**config.mk**
```make
export PLATFORM = sky130hd
export DESIGN_NAME = lea_ctrl
export DESIGN_NICKNAME = d
export VERILOG_FILES = /design/src/hdl/assert_macros.svh /design/src/hdl/lea_pkg.sv /design/src/hdl/lea_ctrl.sv
export SDC_FILE = /design/constraint.sdc
export NUM_CORES = 1
export LEC_CHECK = 0
export BUFFER_PORTS_ARGS = -buffer_cell sky130_fd_sc_hd__buf_2
export CAP_MARGIN = 10
export CORE_MARGIN = 4
export CORE_UTILIZATION = 50
export CTS_BUF_LIST = sky130_fd_sc_hd__clkbuf_8
export DETAILED_ROUTE_END_ITERATION = 6
export PLACE_DENSITY = 0.77
export REMOVE_ABC_BUFFERS = 1
export SLEW_MARGIN = 20
export SYNTH_ARGS = -nofsm -noshare
export SYNTH_HDL_FRONTEND = slang
export SYNTH_SLANG_ARGS = --single-unit
```
**constraint.sdc**
```tcl
create_clock -name clk_i -period 3.2 [get_ports clk_i]
set_input_delay 0.32 -clock clk_i [delete_from_list [all_inputs] [get_ports clk_i]]
set_output_delay 0.32 -clock clk_i [all_outputs]
set_load 0.01 [all_outputs]
```
**src/hdl/assert_macros.svh**
```systemverilog
// ---------------------------------------------------------------------------
// Assertion macros
// Shared concurrent assertion forms, clocked on clk_i and held off in reset.
// ---------------------------------------------------------------------------
`ifndef ASSERT_MACROS_SVH
`define ASSERT_MACROS_SVH

// The consequent must hold in the same cycle as the antecedent.
`define LEA_ASSERT_NOW(lbl, ante, cons, msg) \
  lbl: assert property (@(posedge clk_i) disable iff (!rst_ni) (ante) |-> (cons)) \
    else $error(msg);

// The consequent must hold in the cycle after the antecedent.
`define LEA_ASSERT_NEXT(lbl, ante, cons, msg) \
  lbl: assert property (@(posedge clk_i) disable iff (!rst_ni) (ante) |=> (cons)) \
    else $error(msg);

`endif

```
**src/hdl/lea_pkg.sv**
```systemverilog
// ---------------------------------------------------------------------------
// LEA package
// Types, constants and helper functions shared by the LEA cipher modules.
// ---------------------------------------------------------------------------
`timescale 1ns / 1ps

package lea_pkg;

  localparam int unsigned WORD_W     = 32;
  localparam int unsigned RND_W      = 6;
  localparam int unsigned ROW_WORDS  = 6;
  localparam int unsigned CFG_IDX_W  = 3;
  localparam int unsigned CFG_DATA_W = 64;

  // Configuration register indices.
  localparam logic [CFG_IDX_W-1:0] REG_KEY_01  = 3'd0;
  localparam logic [CFG_IDX_W-1:0] REG_KEY_23  = 3'd1;
  localparam logic [CFG_IDX_W-1:0] REG_KEY_45  = 3'd2;
  localparam logic [CFG_IDX_W-1:0] REG_KEY_67  = 3'd3;
  localparam logic [CFG_IDX_W-1:0] REG_KEY_LEN = 3'd4;

  // Key length codes; the unused code is handled as a 256-bit key.
  localparam logic [1:0] KEYLEN_128 = 2'd0;
  localparam logic [1:0] KEYLEN_192 = 2'd1;

  // Nominal round counts per key length.
  localparam logic [RND_W-1:0] ROUNDS_128 = 6'd24;
  localparam logic [RND_W-1:0] ROUNDS_192 = 6'd28;
  localparam logic [RND_W-1:0] ROUNDS_256 = 6'd32;

  // Decryption round phases, one word of the round per phase.
  localparam logic [1:0] DEC_PH_FIRST = 2'd0;
  localparam logic [1:0] DEC_PH_MID   = 2'd1;
  localparam logic [1:0] DEC_PH_LAST  = 2'd2;

  typedef logic [WORD_W-1:0] word_t;
  typedef word_t [ROW_WORDS-1:0] rk_row_t;
  typedef word_t [3:0] blk_t;

  // Key schedule constants.
  localparam word_t DELTA [8] = '{
    32'hc3efe9db, 32'h44626b02, 32'h79e27c8a, 32'h78df30ec,
    32'h715ea49e, 32'hc785da0a, 32'he04ef22a, 32'he5c40957
  };

  localparam logic [4:0] KS_ROT [6] = '{5'd1, 5'd3, 5'd6, 5'd11, 5'd13, 5'd17};

  // Controller states.
  typedef enum logic [2:0] {
    ST_IDLE,
    ST_EXPAND,
    ST_FETCH,
    ST_RUN,
    ST_DONE
  } lea_state_e;

  // Commands from the controller to the datapath.
  typedef struct packed {
    logic             in_load;
    logic             ks_load;
    logic             ks_step;
    logic             enc_step;
    logic             dec_step;
    logic [1:0]       dec_phase;
    logic [RND_W-1:0] rnd;
    logic [RND_W-1:0] rd_row;
    logic             out_load;
  } lea_cmd_t;

  // Status from the datapath to the controller.
  typedef struct packed {
    logic       cfg_wr;
    logic       act;
    logic [1:0] key_len;
  } lea_stat_t;

  // Rotate a word left by a variable amount.
  function automatic word_t rol32(word_t x, logic [4:0] n);
    logic [2*WORD_W-1:0] dbl;
    dbl = {x, x} << n;
    return dbl[2*WORD_W-1:WORD_W];
  endfunction

endpackage

```
**src/hdl/lea_ctrl.sv**
```systemverilog
// ---------------------------------------------------------------------------
// LEA controller
// Sequences key expansion, round iteration and result hand-off.
// ---------------------------------------------------------------------------
`timescale 1ns / 1ps

module lea_ctrl #(
  parameter int unsigned MAX_ROUNDS = 32
) (
  input  logic                clk_i,
  input  logic                rst_ni,
  input  logic                in_valid_i,
  output logic                in_ready_o,
  output logic                out_valid_o,
  input  logic                out_ready_i,
  input  lea_pkg::lea_stat_t  stat_i,
  output lea_pkg::lea_cmd_t   cmd_o
);
  import lea_pkg::*;

  localparam logic [RND_W-1:0] MAX_R = RND_W'(MAX_ROUNDS);

  lea_state_e       state_q, state_d;
  logic [RND_W-1:0] rnd_q, rnd_d;
  logic [1:0]       phase_q, phase_d;
  logic [RND_W-1:0] rounds_q, rounds_d;
  logic             sched_q, sched_d;
  logic             out_valid_q, out_valid_d;
  logic [RND_W-1:0] nominal;
  logic [RND_W-1:0] limit;
  logic [RND_W-1:0] next_lr;
  logic             adv;

  // Round count for the configured key length, capped at the store depth.
  always_comb begin
    unique case (stat_i.key_len)
      KEYLEN_128: nominal = ROUNDS_128;
      KEYLEN_192: nominal = ROUNDS_192;
      default:    nominal = ROUNDS_256;
    endcase
    limit = (nominal < MAX_R) ? nominal : MAX_R;
  end

  // State registers.
  always_ff @(posedge clk_i or negedge rst_ni) begin
    if (!rst_ni) begin
      state_q     <= ST_IDLE;
      rnd_q       <= '0;
      phase_q     <= DEC_PH_FIRST;
      rounds_q    <= ROUNDS_128;
      sched_q     <= 1'b0;
      out_valid_q <= 1'b0;
    end else begin
      state_q     <= state_d;
      rnd_q       <= rnd_d;
      phase_q     <= phase_d;
      rounds_q    <= rounds_d;
      sched_q     <= sched_d;
      out_valid_q <= out_valid_d;
    end
  end

  // Next state and datapath commands.
  always_comb begin
    state_d     = state_q;
    rnd_d       = rnd_q;
    phase_d     = phase_q;
    rounds_d    = rounds_q;
    sched_d     = sched_q && !stat_i.cfg_wr;
    out_valid_d = out_valid_q && !out_ready_i;
    in_ready_o  = 1'b0;
    next_lr     = rnd_q;
    adv         = 1'b0;
    cmd_o       = '0;
    cmd_o.rnd       = rnd_q;
    cmd_o.dec_phase = phase_q;

    unique case (state_q)
      ST_IDLE: begin
        in_ready_o = 1'b1;
        if (in_valid_i) begin
          cmd_o.in_load = 1'b1;
          rnd_d         = '0;
          phase_d       = DEC_PH_FIRST;
          if (!sched_q) begin
            cmd_o.ks_load = 1'b1;
            rounds_d      = limit;
            state_d       = ST_EXPAND;
          end else begin
            state_d = ST_FETCH;
          end
        end
      end

      ST_EXPAND: begin
        cmd_o.ks_step = 1'b1;
        if (rnd_q == rounds_q - 1'b1) begin
          rnd_d   = '0;
          sched_d = 1'b1;
          state_d = ST_FETCH;
        end else begin
          rnd_d = rnd_q + 1'b1;
        end
      end

      ST_FETCH: begin
        next_lr = '0;
        state_d = ST_RUN;
      end

      ST_RUN: begin
        if (stat_i.act) begin
          cmd_o.dec_step = 1'b1;
          adv            = (phase_q == DEC_PH_LAST);
          phase_d        = adv ? DEC_PH_FIRST : phase_q + 2'd1;
        end else begin
          cmd_o.enc_step = 1'b1;
          adv            = 1'b1;
        end
        if (adv) begin
          next_lr = rnd_q + 1'b1;
          if (rnd_q == rounds_q - 1'b1) begin
            rnd_d   = '0;
            state_d = ST_DONE;
          end else begin
            rnd_d = rnd_q + 1'b1;
          end
        end
      end

      ST_DONE: begin
        if (!out_valid_q || out_ready_i) begin
          cmd_o.out_load = 1'b1;
          out_valid_d    = 1'b1;
          state_d        = ST_IDLE;
        end
      end

      default: begin
        state_d = ST_IDLE;
      end
    endcase

    // Decryption walks the round key rows backwards.
    cmd_o.rd_row = stat_i.act ? (rounds_q - 1'b1 - next_lr) : next_lr;
  end

  assign out_valid_o = out_valid_q;

endmodule

```
* Word level (Yosys, flattened, before mapping)
Cells that the tools add are included.
Storage, ports and cells: output and inout port bits 22, bits in registers 19, bits of input ports 8
Operators by class: equal/unequal tests 13, magnitude comparators 1, reductions and logical operators 14, bitwise gates (word level) 1, multiplexer cells 36, $add $sub $neg 4
Operator list (count):
- 6-bit 2-to-1 mux | 6
- 6-bit one-hot mux with 2 select lines | 2
- 6-bit one-hot mux with 3 select lines | 1
- 3-bit 2-to-1 mux | 5
- 3-bit one-hot mux with 5 select lines | 1
- 2-bit 2-to-1 mux | 7
- 1-bit 2-to-1 mux | 13
- 2-bit inequality test (second input constant) | 6
- 3-bit AND reduction | 3
- 6-bit by 1-bit adder with 6-bit output (second input constant) | 1
- 3-bit by 2-bit equality test with 1-bit output (second input constant) | 2
- 6-bit equality test | 1
- 6-bit < comparator (second input constant) | 1
- 6-bit by 1-bit subtractor with 6-bit output (second input constant) | 1
- 6-bit subtractor | 1
- 5-bit AND reduction | 1
- 2-bit one-hot mux with 2 select lines | 1
- 3-bit by 1-bit equality test with 1-bit output (second input constant) | 1
- 3-bit equality test (second input constant) | 1
- 1-bit zero test | 3
- 3-bit zero test | 1
- 3-bit nonzero test | 1
- 2-bit by 1-bit adder with 2-bit output (second input constant) | 1
- 2-bit by 1-bit equality test with 1-bit output (second input constant) | 1
- other kinds (6) | 7

* Depth between registers and ports, before layout
word-level depth 7, depth in mapped cells 12

* Worst setup path before layout
Ideal clock, no wire load.
path kind reg2out, start register phase_q[0], end output cmd_o[6] (netlist bit), buffers on the path 1, setup slack 0.342 ns, stages on the path, launching flop included 13, required time 2.880 ns, arrival time 2.538 ns, path through dfrtp_1 > nand2b_1 > buf_6 > and2_1 > o21ai_0 > nand2_1 > a21oi_1 > ha_1 > and3_1 > a21oi_1 > o21ai_4 > mux2i_1 > nor4b_2
RTL lines:
- start, declared | line lea_ctrl.sv:25 | logic [1:0] phase_q, phase_d;
- start signal, assigned | line lea_ctrl.sv:56 | phase_q <= phase_d;
- end, declared | line lea_ctrl.sv:17 | output lea_pkg::lea_cmd_t cmd_o

==> metrics.csv <==
metric;value;unit
status;finished, final reports clean;
clk_pin_slew;60;ps
cp.arrival;2790;ps
num_antenna_cells;0;
start_util;54.1;%
stdcell_count;230;
drtIter0Drc;56;
core_area;2570;µm²
clockRootBuffer;clkbuf_8;
netlist_area;1390;µm²
yosysWarnings;0;
cellPowerDensity;970;nW/µm²
crit_chain;nand2b_4, and2_2, o21ai_1, o31ai_1, a22oi_1, ha_1, and3_1, a21oi_4, o21ai_4, nor4_2, nor4b_2, buf_2;
hpwlAfterDp;2640;µm
tightest_slew;602;ps
worstSetupPathType;reg -> out;
finalCritPeriodShare;97.1;%
boundaryPins;30;
drv_cap;0;
max-vdd-ir-drop;646;µV
hold_path.class;in -> reg;
antenna_found_initial;0;
grt_usage;20.6;%
crit_slowest_cell;dfrtp_1;
fin_skew;2.41;ps
drtAntennaViolNets;0;
p_total;1.67;mW
drc_errors;0;
dp_cells;223;
critPathMaxStageDelay;410;ps
relSlewSlack;59.6;%
die_x;60.7;µm
first_pass_iters;4;
via_per_inst;6.01;
wl;3580;µm
ys_async_sr_fraction;100;%
synth_ff_type;dfrtp_1;
layout-drive-gt1-share;34.0;%
grt_pass1_vias;1343;
startpoint_type;flop;
leakagePower;0.798;nW
placed_cell_area;1580;µm²
tns;0;ps
fin_hold_ws;227;ps
die_height;60.7;µm
final_cell_mix;29 x buf_2, 16 x nand2_1, 14 x nor2_1;
crit_required;2880;ps
numCtsBuffers;3;
fmax;0.322;GHz
ys_seq_area_share;28.9;%
synth_xor_area_share;6.21;%
synth-simple-area-share;23.1;%
route.detailed.wl_per_inst;15.6;µm
hold_violations;0;
final.setup.worst_slack;93.1;ps
num_vias;1383;
io_buffers;29;
layout_commonest_cell;buf_2;
synth_compound_area_share;27.2;%
setup_violations;0;
synth_adder_area_share;5.40;%
dp_slack;164;ps
synth.area.mux_share;2.25;%
final_max_slew_viol_count;0;
synthCells;165;
synth.distinct_cells;52;
cts_buffer_depth;2;
ys_ff_latch;16;
crit_path_max_fanout;5;
gp_congestion;0.888;
fp-row-count;18;
syn_to_final_growth;23.7;%
cp-end-kind;output port;
grt_overflow;0;
avgSynthCellArea;8.42;µm²
nNetsFinal;215;
grt_max_degree;18;
synth_edf_count;0;
grt_pass1_wl;5830;µm
cts_tree;built;
cts_sinks;16;
clk_latency;250;ps
htreeDepth;1;
die-area;3690;µm²
final_util;67.0;%
stdcell_area;1720;µm²
synth_top_family_by_area;compound AO/OA/AOI/OAI gates;
period_minus_slack;3110;ps
-- sequential cells by signal (all words and copies together) (netlist names) --
signal and cells:
out_valid_o 1, state_q 3, sched_q 1, phase_q 2, rnd_q 6, rounds_q 3
-- final timing paths --
check                                           to  depth (start not counted)  slack [ps]                    start
max                                       cmd_o[6]                         12          90   phase_q[0]$_DFFE_PN0P_
min                        rounds_q[4]$_DFFE_PN1P_                          2         230                stat_i[1]
max reg2reg                   rnd_q[5]$_DFFE_PN0P_                          8         910  rounds_q[4]$_DFFE_PN1P_
min reg2reg                rounds_q[4]$_DFFE_PN1P_                          2         510  rounds_q[4]$_DFFE_PN1P_
max in group asynchronous  rounds_q[4]$_DFFE_PN1P_                          2        2370                   rst_ni
min in group asynchronous    out_valid_o$_DFF_PN0_                          2         520                   rst_ni
-- repair_timing --
item                                    CTS  global route
endpoints found under the setup margin    1             2
buffers inserted                          0             2
pin swaps                                 0             4
gates cloned                              0             0
hold buffers                              1             0
gates resized for setup                   5            11
endpoints found under the hold margin    15             0
-- layout make-up --
| cell class | instances | area [µm²] |
|---|---|---|
| Sequential cell | 16 | 404 |
| Inverter | 13 | 48.8 |
| Multi-Input combinational cell | 128 | 951 |
| Fill cell | 214 | 848 |
| Timing Repair Buffer | 39 | 223 |
| Clock buffer | 4 | 55.1 |
| Tap cell | 30 | 37.5 |
-- power breakdown --
group / switching (mW) / internal (mW)
combinational: 0.636 / 0.490
clock: 0.0682 / 0.109
sequential: 0.0860 / 0.277
-- cell families (layout without fill, tap and decap cells) --
| group | count (synthesis) | count (layout) |
|---|---|---|
| and+or+nand+nor | 61 | 61 |
| AOI/OAI and AO/OA | 49 | 49 |
| buffers and inverters | 21 | 56 |
| DFF | 16 | 16 |
| xor gates and xnor gates | 9 | 9 |
| adders and majority gates | 6 | 6 |
| muxes | 3 | 3 |
-- cells in the mapped netlist (2+ instances only) --
| cell type | count | area [µm²] |
|---|---|---|
| o41ai_1 | 2 | 17.5 |
| a22oi_1 | 3 | 22.5 |
| ha_1 | 6 | 75.1 |
| dfrtp_1 | 15 | 375 |
| nand3_1 | 8 | 40.0 |
| nor2_1 | 14 | 52.6 |
| nand2b_1 | 7 | 43.8 |
| nand4_1 | 2 | 12.5 |
| nand2_1 | 16 | 60.1 |
| mux2i_1 | 2 | 20.0 |
| o22ai_1 | 2 | 12.5 |
| nor4_1 | 2 | 12.5 |
| nand3b_1 | 2 | 15.0 |
| a211oi_1 | 2 | 15.0 |
| buf_2 | 5 | 25.0 |
| a21oi_1 | 6 | 30.0 |
| xor2_1 | 4 | 35.0 |
| o31ai_1 | 4 | 30.0 |
| xnor2_1 | 4 | 35.0 |
| o21ai_0 | 15 | 75.1 |
| inv_1 | 13 | 48.8 |
-- routing by layer --
layer	part of all wire [%]	track usage, %
met1	42	25.5
met2	51	36.9
met3	6.1	3.19
met4	0.70	5.88
met5	0	0
-- critical path, delay by kind of cell (launching register included) --
kind | cells | cell delay, ps
AOI/OAI and AO/OA | 5 | 720
and+or+nand+nor | 5 | 950
adders and majority gates | 1 | 300
DFF | 1 | 410
buffers and inverters | 1 | 140
(Power assumes the default switching activity.)
